--- config.mk ---
export PLATFORM = sky130hd
export DESIGN_NAME = sync_length_xor_frame_receiver
export DESIGN_NICKNAME = d
export VERILOG_FILES = /design/src/slxfr_pkg.sv /design/src/sync_length_xor_frame_receiver.sv /design/src/slxfr_ram.sv /design/src/slxfr_dp.sv /design/src/slxfr_ctrl.sv
export SDC_FILE = /design/constraint.sdc
export NUM_CORES = 1
export LEC_CHECK = 0
export BUFFER_PORTS_ARGS = -buffer_cell sky130_fd_sc_hd__clkbuf_2
export CORE_ASPECT_RATIO = 1.2
export CORE_MARGIN = 2
export CORE_UTILIZATION = 33
export DETAILED_ROUTE_END_ITERATION = 8
export PLACE_DENSITY_LB_ADDON = 0.05
export SYNTH_ARGS = -nofsm -noshare
export SYNTH_HDL_FRONTEND = slang
export SYNTH_SLANG_ARGS = --single-unit
--- constraint.sdc ---
create_clock -name clk -period 4.2 [get_ports clk]
set_input_delay 0.21 -clock clk [delete_from_list [all_inputs] [get_ports clk]]
set_output_delay 0.21 -clock clk [all_outputs]
set_load 0.01 [all_outputs]
--- src/slxfr_pkg.sv ---
// Shared constants and controller/datapath interface types for the frame receiver.
package slxfr_pkg;

	// Size of the frame buffer in bytes and the count added to the length byte.
	localparam int BUFFER_BYTES   = 32;
	localparam int FRAME_OVERHEAD = 3;

	// Buffer index width; every frame position fits in it.
	localparam int ADDR_W = $clog2(BUFFER_BYTES);

	// Width of length plus overhead, wide enough for 255 + 3.
	localparam int FIN_W = 9;

	localparam logic [7:0]        SYNC_RESET  = 8'd164;
	localparam logic [ADDR_W-1:0] FINAL_RESET = ADDR_W'(2);

	// Commands from the controller to the datapath.
	typedef struct packed {
		logic take_byte;   // an input byte transfers this cycle
		logic start_emit;  // the byte completes a good frame
		logic load_out;    // load the buffer read data into the output register
		logic next_idx;    // step the readout index
	} ctrl_cmd_t;

	// Status from the datapath to the controller.
	typedef struct packed {
		logic good_end;   // the current input byte would end a frame with zero checksum
		logic out_free;   // the output register can take a byte this cycle
		logic idx_last;   // the readout index points at the final byte to emit
	} dp_status_t;

endpackage

--- src/sync_length_xor_frame_receiver.sv ---
// Top level of the sync, length and XOR checksum frame receiver.
// Takes one received byte per input transfer and emits the length, id and payload bytes
// of each frame whose XOR checksum comes out zero, with frame_last on the final one.
// While no good frame is being read out, a byte is taken every cycle. When the checksum
// byte of a good frame arrives, the n stored bytes are read from the single-port-read
// frame buffer one at a time, each by a buffer read and then an output register load,
// and each load waits until the output register is free; no input is taken meanwhile.
// The last byte sits in the output register while input is already taken again.
// Frames whose length plus overhead reaches the buffer size are dropped; bad frames
// produce nothing. No clearing pass runs after reset.
module sync_length_xor_frame_receiver (
	input  logic       clk,
	input  logic       arst_n,
	input  logic       cfg_wr_en,
	input  logic [7:0] cfg_wr_data,
	input  logic       in_valid,
	output logic       in_ready,
	input  logic [7:0] rx_byte,
	output logic       out_valid,
	input  logic       out_ready,
	output logic [7:0] frame_byte,
	output logic       frame_last
);

	import slxfr_pkg::*;

	ctrl_cmd_t  cmd;
	dp_status_t sts;

	// Sequencing of byte intake and frame readout.
	slxfr_ctrl u_ctrl (
		.clk      (clk),
		.arst_n   (arst_n),
		.in_valid (in_valid),
		.sts      (sts),
		.in_ready (in_ready),
		.cmd      (cmd)
	);

	// Position, checksum, buffer and output register.
	slxfr_dp u_dp (
		.clk         (clk),
		.arst_n      (arst_n),
		.cfg_wr_en   (cfg_wr_en),
		.cfg_wr_data (cfg_wr_data),
		.rx_byte     (rx_byte),
		.out_ready   (out_ready),
		.cmd         (cmd),
		.sts         (sts),
		.out_valid   (out_valid),
		.frame_byte  (frame_byte),
		.frame_last  (frame_last)
	);

endmodule

--- src/slxfr_ram.sv ---
// Generic simple dual-port RAM with one write port and a registered read port.
module slxfr_ram #(
	parameter int WIDTH = 8,
	parameter int DEPTH = 32
) (
	input  logic                     clk,
	input  logic                     wr_en,
	input  logic [$clog2(DEPTH)-1:0] wr_addr,
	input  logic [WIDTH-1:0]         wr_data,
	input  logic [$clog2(DEPTH)-1:0] rd_addr,
	output logic [WIDTH-1:0]         rd_data
);

	logic [WIDTH-1:0] mem_q [DEPTH];
	logic [WIDTH-1:0] rd_data_q;

	// Write and read ports; read data is registered and appears in the cycle after the address.
	always_ff @(posedge clk) begin
		if (wr_en) begin
			mem_q[wr_addr] <= wr_data;
		end
		rd_data_q <= mem_q[rd_addr];
	end

	assign rd_data = rd_data_q;

endmodule

--- src/slxfr_dp.sv ---
// Datapath: frame position tracking, checksum, frame buffer and output register.
module slxfr_dp (
	input  logic                   clk,
	input  logic                   arst_n,
	input  logic                   cfg_wr_en,
	input  logic [7:0]             cfg_wr_data,
	input  logic [7:0]             rx_byte,
	input  logic                   out_ready,
	input  slxfr_pkg::ctrl_cmd_t   cmd,
	output slxfr_pkg::dp_status_t  sts,
	output logic                   out_valid,
	output logic [7:0]             frame_byte,
	output logic                   frame_last
);

	import slxfr_pkg::*;

	logic [7:0]        sync_q;
	logic [ADDR_W-1:0] write_pos_q;
	logic [ADDR_W-1:0] final_pos_q;
	logic [7:0]        xor_q;
	logic [ADDR_W-1:0] emit_idx_q;
	logic [ADDR_W-1:0] emit_end_q;
	logic              out_valid_q;
	logic [7:0]        frame_byte_q;
	logic              frame_last_q;

	logic [7:0]        xor_next;
	logic [FIN_W-1:0]  fin;
	logic              too_long;
	logic              is_sync;
	logic              at_final;
	logic [7:0]        rd_data;
	logic              ram_we;

	// Byte classification for the current input.
	assign xor_next = xor_q ^ rx_byte;
	assign fin      = FIN_W'(rx_byte) + FIN_W'(FRAME_OVERHEAD);
	assign too_long = (fin >= FIN_W'(BUFFER_BYTES));
	assign is_sync  = (rx_byte == sync_q);
	assign at_final = (write_pos_q >= final_pos_q);

	// Status toward the controller.
	assign sts.good_end = (write_pos_q >= ADDR_W'(2)) && at_final && (xor_next == 8'd0);
	assign sts.out_free = !out_valid_q || out_ready;
	assign sts.idx_last = ((emit_idx_q + ADDR_W'(1)) == emit_end_q);

	// Sync byte register.
	always_ff @(posedge clk or negedge arst_n) begin
		if (!arst_n) begin
			sync_q <= SYNC_RESET;
		end else if (cfg_wr_en) begin
			sync_q <= cfg_wr_data;
		end
	end

	// Frame position, final position and running checksum.
	always_ff @(posedge clk or negedge arst_n) begin
		if (!arst_n) begin
			write_pos_q <= '0;
			final_pos_q <= FINAL_RESET;
			xor_q       <= 8'd0;
		end else if (cmd.take_byte) begin
			if (write_pos_q == '0) begin
				// Hunting: a sync byte opens a frame.
				if (is_sync) begin
					xor_q       <= rx_byte;
					final_pos_q <= FINAL_RESET;
					write_pos_q <= ADDR_W'(1);
				end
			end else if (write_pos_q == ADDR_W'(1)) begin
				// Length byte: check that the frame fits the buffer.
				if (too_long) begin
					if (is_sync) begin
						xor_q       <= rx_byte;
						final_pos_q <= FINAL_RESET;
						write_pos_q <= ADDR_W'(1);
					end else begin
						xor_q       <= xor_next;
						write_pos_q <= '0;
					end
				end else begin
					xor_q       <= xor_next;
					final_pos_q <= fin[ADDR_W-1:0];
					write_pos_q <= ADDR_W'(2);
				end
			end else begin
				// Body bytes up to and including the checksum byte.
				xor_q <= xor_next;
				if (at_final) begin
					write_pos_q <= '0;
				end else begin
					write_pos_q <= write_pos_q + ADDR_W'(1);
				end
			end
		end
	end

	// Readout index and end marker for a good frame.
	always_ff @(posedge clk or negedge arst_n) begin
		if (!arst_n) begin
			emit_idx_q <= '0;
			emit_end_q <= '0;
		end else if (cmd.start_emit) begin
			emit_idx_q <= ADDR_W'(1);
			emit_end_q <= write_pos_q;
		end else if (cmd.next_idx) begin
			emit_idx_q <= emit_idx_q + ADDR_W'(1);
		end
	end

	// Every byte after the sync byte goes into the buffer at its position.
	assign ram_we = cmd.take_byte && (write_pos_q != '0);

	slxfr_ram #(
		.WIDTH (8),
		.DEPTH (BUFFER_BYTES)
	) u_store (
		.clk     (clk),
		.wr_en   (ram_we),
		.wr_addr (write_pos_q),
		.wr_data (rx_byte),
		.rd_addr (emit_idx_q),
		.rd_data (rd_data)
	);

	// Output register: holds one result until its transfer.
	always_ff @(posedge clk or negedge arst_n) begin
		if (!arst_n) begin
			out_valid_q <= 1'b0;
		end else if (cmd.load_out) begin
			out_valid_q <= 1'b1;
		end else if (out_ready) begin
			out_valid_q <= 1'b0;
		end
	end

	always_ff @(posedge clk) begin
		if (cmd.load_out) begin
			frame_byte_q <= rd_data;
			frame_last_q <= sts.idx_last;
		end
	end

	assign out_valid  = out_valid_q;
	assign frame_byte = frame_byte_q;
	assign frame_last = frame_last_q;

	// The checksum position always lies inside the buffer.
	a_final_in_buffer: assert property (@(posedge clk) disable iff (!arst_n)
		32'(final_pos_q) < BUFFER_BYTES)
		else $error("final position outside the buffer");

	// Readout never loads the sync byte or the checksum byte.
	a_load_range: assert property (@(posedge clk) disable iff (!arst_n)
		cmd.load_out |-> (emit_idx_q != '0) && (emit_idx_q < emit_end_q))
		else $error("readout index outside the frame");

	// A load never overwrites a result that is still waiting.
	a_load_free: assert property (@(posedge clk) disable iff (!arst_n)
		cmd.load_out |-> (!out_valid_q || out_ready))
		else $error("output register overwritten before transfer");

endmodule

--- src/slxfr_ctrl.sv ---
// Controller: accepts input bytes and sequences the readout of a good frame.
module slxfr_ctrl (
	input  logic                   clk,
	input  logic                   arst_n,
	input  logic                   in_valid,
	input  slxfr_pkg::dp_status_t  sts,
	output logic                   in_ready,
	output slxfr_pkg::ctrl_cmd_t   cmd
);

	import slxfr_pkg::*;

	localparam logic [1:0] ST_IDLE = 2'd0;
	localparam logic [1:0] ST_READ = 2'd1;
	localparam logic [1:0] ST_LOAD = 2'd2;

	logic [1:0] state_q;
	logic [1:0] state_d;

	// Commands decoded from the state and handshakes.
	assign in_ready       = (state_q == ST_IDLE);
	assign cmd.take_byte  = in_valid && in_ready;
	assign cmd.start_emit = cmd.take_byte && sts.good_end;
	assign cmd.load_out   = (state_q == ST_LOAD) && sts.out_free;
	assign cmd.next_idx   = cmd.load_out && !sts.idx_last;

	// Next state: one buffer read, then one load per emitted byte.
	always_comb begin
		state_d = state_q;
		case (state_q)
			ST_IDLE: begin
				if (cmd.start_emit) begin
					state_d = ST_READ;
				end
			end
			ST_READ: begin
				state_d = ST_LOAD;
			end
			ST_LOAD: begin
				if (cmd.load_out) begin
					state_d = sts.idx_last ? ST_IDLE : ST_READ;
				end
			end
			default: begin
				state_d = ST_IDLE;
			end
		endcase
	end

	always_ff @(posedge clk or negedge arst_n) begin
		if (!arst_n) begin
			state_q <= ST_IDLE;
		end else begin
			state_q <= state_d;
		end
	end

	// A good frame end always starts a readout.
	a_start_read: assert property (@(posedge clk) disable iff (!arst_n)
		cmd.start_emit |=> state_q == ST_READ)
		else $error("good frame did not start readout");

	// After a byte that is not the last, the next buffer read follows.
	a_next_read: assert property (@(posedge clk) disable iff (!arst_n)
		cmd.load_out && !sts.idx_last |=> state_q == ST_READ)
		else $error("readout stopped early");

	// The final load returns the receiver to taking bytes.
	a_done_idle: assert property (@(posedge clk) disable iff (!arst_n)
		cmd.load_out && sts.idx_last |=> in_ready)
		else $error("receiver did not return to idle");

endmodule

==> flow_metrics.env, run 1 <==
export IMPL_die_w_um=184
export IMPL_first_global_vias=6935
export IMPL_setup_ws_ns=1.51
export IMPL_cp_required_ns=4.60
export IMPL_initialDrtViolationCount=400
export IMPL_syn_to_final_growth_pct=15.1
export IMPL_cpMostUsedCell="mux4_2"
export IMPL_crit_chain="buf_12 > mux4_2 > mux4_2 > mux2_2"
export IMPL_vias_per_cell=5.12
export IMPL_num_vias=6435
export IMPL_regToRegSetupSlack_ns=1.51
export IMPL_fin_area_um2=14800
export IMPL_n_fill_cell=3574
export IMPL_cts_tree="yes"
export IMPL_synth_edf_count=265
export IMPL_cts_root_buf="clkbuf_16"
export IMPL_vdd_drop_max_v=0.000241
export IMPL_synth_compound_area_share_pct=3.31
export IMPL_tightestPinTransition_ns=1.12
export IMPL_hold_class="in2reg"
export IMPL_max_stage_delay_ns=0.80
export IMPL_clock_latency_ns=0.52
export IMPL_slew_violations=0
export IMPL_period_needed_ns=2.69
export IMPL_yosysTopAreaCellShare_pct=62.0
export IMPL_timing_rr_end="u_dp.u_store.rd_data[6]"
export IMPL_post_drt_wl_per_cell_um=24.6
export IMPL_ys_top_cells_by_count="265 x edfxtp_1, 70 x mux4_2, 40 x nor2_1, 35 x dfrtp_1, 27 x nand2_1"
export IMPL_track_usage_pct=15.9
export IMPL_fin_skew_ns=0.0132
export IMPL_p_leak_nw=4.99
export IMPL_worst_path_max_delay_cell="dfrtp_4"
export IMPL_finalSetupViolations=0
export IMPL_yosys_area_top_type="edfxtp_1"
export IMPL_worst_setup_path_start_kind="flip-flop"
export IMPL_place_gp_congestion=0.746
export IMPL_firstDrtPassIters=5
export IMPL_hold_path_depth=3
export IMPL_core_area_um2=38500
export IMPL_hpwl_um=19900
export IMPL_ys_types=62
export IMPL_r2r_start="u_dp.emit_idx_q[0]"
export IMPL_yosys_area_share_simple_pct=4.42
export IMPL_yosys_warnings=0
export IMPL_hold_start="out_ready"
export IMPL_yosysMostFrequentCell="edfxtp_1"
export IMPL_period_share_pct=64.1
export IMPL_rsz0062_at_grt="false"
export IMPL_maxCapViolCount=0
export IMPL_ff2ff_path_depth=4
export IMPL_ys_seq_elements=312
export IMPL_drt_total_wl_um=30900
export IMPL_synthAdderAreaFrac_pct=1.07
export IMPL_status="complete, no violations"
export IMPL_hold_end="u_dp.out_valid"
export IMPL_initial_core_util_pct=33.3
export IMPL_boundaryPins=32
export IMPL_synthArstFlopShare_pct=12.5
export IMPL_synth_area_mux_share_pct=16.5
export IMPL_syn_inst=675
export IMPL_path_clk_slew_ns=0.06
export IMPL_dp_slack_ns=1.36
export IMPL_endpoint_kind="flip-flop"
export IMPL_htreeDepth=2
export IMPL_fmax_mhz=371
export IMPL_ant_nets=0
export IMPL_critPathMaxFanout=37
export IMPL_tns_ns=0
export IMPL_synth_top_family_by_area="multiplexers"
export IMPL_drive_gt1_share_pct=25.3
export IMPL_nets=776
export IMPL_cts_buffers=35
export IMPL_total_power_w=0.00939
export IMPL_clock_sinks=312
export IMPL_portBuffers=31
export IMPL_ys_flop_type="edfxtp_1"
export IMPL_dieArea_um2=40500
export IMPL_place_area_um2=13600
export IMPL_remaining_drc_errors=0
export IMPL_hold_viol=0
export IMPL_num_antenna_cells=0
export IMPL_row_count=79
export IMPL_cts_buffer_depth=3
export IMPL_slew_headroom_pct=24.9
export IMPL_synth_xor_area_share_pct=1.91
export IMPL_synth_area_leaders="edfxtp_1 62%, mux4_2 12%, dfrtp_1 6.8%, mux4_1 2.0%, mux2_2 1.4%"
export IMPL_syn_avg_cell_area_um2=19.0
export IMPL_grt_ovfl_total=0
export IMPL_arrival_ns=3.10
export IMPL_die_y_um=220
export IMPL_synth_seq_area_share_pct=70.9
export IMPL_post_cts_buffers=0
export IMPL_p_per_area_nw_per_um2=636
export IMPL_critPathKind="reg2reg"
export IMPL_syn_area_um2=12800
export IMPL_grt_pass1_wl_um=45800
export IMPL_antenna_found_initial=0
export IMPL_grt_max_degree=42
-- cells in the final DEF, fill, tap and decap left out, types with 3 or more instances in the layout --
master / instances
xnor2_1: 17
nor3_1: 4
buf_4: 18
dfrtp_1: 33
nand2b_1: 7
clkbuf_2: 31
o21a_1: 3
mux4_1: 10
a21oi_1: 6
clkinv_2: 6
mux4_2: 70
mux2i_1: 4
dfxtp_1: 8
mux2_2: 16
conb_1: 8
nor2b_1: 3
clkbuf_16: 36
o31ai_1: 3
nor2_1: 40
ha_1: 11
mux2_1: 5
o22ai_1: 6
dlygate4sd3_1: 9
clkbuf_1: 6
dfstp_2: 4
inv_1: 15
o211ai_1: 3
o32ai_1: 6
a22o_1: 4
edfxtp_1: 265
clkinv_1: 9
and4_1: 4
nor4_1: 3
nand2_1: 27
xor2_1: 11
o21ai_0: 7
nand3_1: 5
nand4_1: 7
-- stage by stage --
step | instances | util [%] | hold WS, ns
after floorplan | 682 | - | -0.0856
final | 1256 | 38.3 | 0.0392
after global routing | 1256 | 38.3 | 0.0629
after CTS | 1256 | 38.3 | 0.0249
after global placement | 1184 | 35.3 | 0.296
after detailed placement | 1184 | 35.3 | 0.305
-- cell type report --
type	count	area [um^2]	share of cell area (%)
clock inverter	19	126	0.856
multi-input combinational	321	3520	23.8
inverter	15	56.3	0.381
clock buffer	44	951	6.44
sequential	312	9100	61.7
timing repair buffer	59	400	2.71
tap	486	608	4.12
-- where the power goes --
part / switching, W / internal [W]
registers: 0.000313 / 0.00362
clock network: 0.00121 / 0.00167
logic: 0.00132 / 0.00126
-- state kept, by name (all words and copies together), names as in the netlist, 2 cells and up --
register,cells
u_dp.u_store.rd_data,8
u_dp.xor_q,8
u_dp.emit_end_q,5
u_dp.emit_idx_q,5
u_dp.sync_q,8
u_dp.frame_byte,8
u_ctrl.state_q,2
u_dp.write_pos_q,5
u_dp.u_store.mem_q,256
u_dp.final_pos_q,5
-- per-layer routing --
metal  track usage, %  wire (um)  up-vias
li1                 -          -     2866
met1             19.8      12800     3376
met2             28.5      16300      143
met3             2.43       1150       50
met4             4.43        670        0
met5                0          0        -
-- cells by family after synthesis --
| group | Yosys count |
|---|---|
| mux | 105 |
| compound gates | 56 |
| simple gates | 113 |
| flops | 312 |
| other cells | 1 |
| xor+xnor | 28 |
| fa+ha+maj | 11 |
| buf+inv | 49 |
-- how the worst max path moves through the flow --
stage / start / to / slack (ns) / cells after the start
4_1_cts: u_dp.emit_idx_q[0] / u_dp.u_store.rd_data[6] / 1.41 / 4
3_5_place_dp: rx_byte[0] / u_dp.xor_q[3] / 1.36 / 8
2_1_floorplan: u_dp.final_pos_q[1] / u_dp.emit_end_q[0] / 2.08 / 8
3_3_place_gp: u_dp.emit_idx_q[0] / u_dp.u_store.rd_data[6] / 1.45 / 4
5_1_grt: u_dp.emit_idx_q[0] / u_dp.emit_idx_q[4] / 1.30 / 7
6_report: u_dp.emit_idx_q[0] / u_dp.u_store.rd_data[6] / 1.51 / 4
-- worst max-delay path, delay by kind of cell (launching register included) --
family,cells,cell delay (ns)
flip-flops,1,0.80
buffers and inverters,1,0.37
multiplexers,3,1.39
-- repair_timing --
action,4_1_cts,5_1_grt
resized for setup,0,0
hold buffers,9,0
endpoints found under the setup margin,0,0
hold endpoints to repair,43,0
No activity file was read; power rests on OpenSTA's default activity.
==> run 2: changes to the inputs <==
Clock period 4.2 ns to 2.4 ns, I/O delays scaled along.
==> run 2 against run 1 <==
Clock power is 92% higher. Utilization is 1.9 points higher. Power is 86% higher. Global-route usage is 1.1 points higher. Flip-flop and latch count stayed put.
==> flow_metrics.env, run 2 (synthesis gave the netlist of run 1 again) <==
export IMPL_layout_common_cells="265 x edfxtp_1, 73 x buf_4, 70 x mux4_2, 40 x nor2_1, 36 x clkbuf_16"
export IMPL_crit_chain="buf_12 > mux4_1 > mux4_2 > mux2_2"
export IMPL_clock_sinks=312
export IMPL_finalNonFillerCells=1329
export IMPL_regMostFlops="u_dp.u_store.mem_q"
export IMPL_initial_core_util_pct=33.3
export IMPL_grt_ovfl_total=0
export IMPL_worst_setup_path_start_kind="flip-flop"
export IMPL_fmax_mhz=431
export IMPL_boundaryPins=32
export IMPL_syn_to_final_growth_pct=20.8
export IMPL_endpoint_kind="flip-flop"
export IMPL_portBuffers=31
export IMPL_cts_buffers=36
export IMPL_hold_viol=0
export IMPL_tightestPinTransition_ns=0.855
export IMPL_fin_skew_ns=0.0220
export IMPL_p_leak_nw=5.40
export IMPL_rsz0062_at_grt="false"
export IMPL_cts_buffer_depth=3
export IMPL_place_gp_congestion=0.811
export IMPL_arrival_ns=2.75
export IMPL_cts_root_buf="clkbuf_16"
export IMPL_slew_violations=0
export IMPL_period_share_pct=96.7
export IMPL_clock_latency_ns=0.54
export IMPL_largest_register_ffs=256
export IMPL_multi_input_area_um2=3540
export IMPL_first_global_vias=7293
export IMPL_num_vias=6800
export IMPL_p_per_area_nw_per_um2=1130
export IMPL_post_drt_wl_per_cell_um=24.9
export IMPL_worst_path_dominant_cell_family="multiplexers"
export IMPL_period_needed_ns=2.32
export IMPL_grt_pass1_wl_um=48900
export IMPL_hpwl_um=22500
export IMPL_core_area_um2=38500
export IMPL_htreeDepth=2
export IMPL_drive_gt1_share_pct=30.8
export IMPL_status="complete, no violations"
export IMPL_final_core_util_pct=40.2
export IMPL_finalSetupViolations=0
export IMPL_vdd_drop_max_v=0.000488
export IMPL_drt_total_wl_um=33100
export IMPL_layout_commonest_cell="edfxtp_1"
export IMPL_antenna_found_initial=2
export IMPL_row_count=79
export IMPL_crit_buf_inv=1
export IMPL_remaining_drc_errors=0
export IMPL_die_y_um=220
export IMPL_path_clk_slew_ns=0.06
export IMPL_critPathKind="reg2reg"
export IMPL_max_stage_delay_ns=0.60
export IMPL_initialDrtViolationCount=525
export IMPL_vias_per_cell=5.12
export IMPL_worst_path_max_delay_cell="mux4_1"
export IMPL_cp_required_ns=2.83
export IMPL_die_w_um=184
export IMPL_firstDrtPassIters=5
export IMPL_critPathMaxFanout=15
export IMPL_hold_class="in2reg"
export IMPL_place_area_um2=14100
export IMPL_seqCellArea_um2=9100
export IMPL_grt_max_degree=35
export IMPL_dieArea_um2=40500
export IMPL_dpl_cell_count=1242
export IMPL_ant_nets=0
export IMPL_track_usage_pct=17.0
export IMPL_nets=846
export IMPL_slew_headroom_pct=43.0
export IMPL_n_fill_cell=3544
export IMPL_fin_area_um2=15500
export IMPL_maxCapViolCount=0
export IMPL_cts_tree="yes"
[run 2: cell count changes in the layout (fill, tap and decap cells not counted), moves of 2 or more]
cell           delta
buf_4            +55
clkinv_1          -6
bufinv_16         +4
buf_12            +5
diode_2           +2
clkbuf_1          +5
dlygate4sd3_1     +9
[run 2: where the power goes]
part	internal [W]	switching [W]	total, W
Combinational	0.00257	0.00271	0.00528
Sequential	0.00634	0.000335	0.00668
Clock	0.00335	0.00218	0.00553
[run 2: final cells by class]
class                      count  area share, %
sequential                   312           58.7
tap                          486           3.92
antenna                        2         0.0323
clock buffer                  48           6.17
inverter                      15          0.363
multi-input combinational    321           22.8
clock inverter                17           1.47
timing repair buffer         128           6.48
[run 2: repair_timing]
item	CTS	global route
gates resized for setup	0	3
hold buffers	18	0
setup buffers	2	0
endpoints found under the hold margin	37	0
gates cloned	0	0
setup endpoints to repair	1	5
[run 2: final timing paths]
path | cells past startpoint | endpoint | slack, ns | start
worst min-delay path | 3 | u_dp.xor_q[6] | 0.04 | rx_byte[6]
min in group asynchronous | 2 | u_dp.sync_q[1] | 0.23 | arst_n
worst min register to register | 0 | u_dp.frame_byte[6] | 0.41 | u_dp.u_store.rd_data[6]
worst max register to register | 4 | u_dp.u_store.rd_data[1] | 0.08 | u_dp.emit_idx_q[0]
worst max-delay path | 4 | u_dp.u_store.rd_data[1] | 0.08 | u_dp.emit_idx_q[0]
max in group asynchronous | 3 | u_dp.final_pos_q[1] | 1.41 | arst_n
[run 2: per-layer routing]
layer	wire [um]	share of wire, %	GRT usage, %	vias to the layer above
li1	-	-	-	3008
met1	14100	43	22.0	3586
met2	16600	50	29.0	149
met3	1300	3.9	2.83	55
met4	993	3.0	5.89	2
met5	14	0.042	0	-
[run 2: worst register-to-register path: stages (launching register included)]
cell	delay, ns
dfrtp_4	0.55
buf_12	0.22
mux4_1	0.62
mux4_2	0.56
mux2_2	0.28
[run 2: through the flow]
stage | hold slack, ns | setup TNS (ns) | setup WS (ns) | power, W
CTS | 0.0174 | 0 | 0.0346 | 0.0177
global placement | 0.266 | -0.0156 | -0.0130 | 0.0120
global route | 0.0383 | 0 | 0.0421 | 0.0183
finish | 0.0360 | 0 | 0.0783 | 0.0175
floorplan | -0.176 | 0 | 0.281 | 0.0102
detailed placement | 0.269 | -0.0342 | -0.0281 | 0.0121
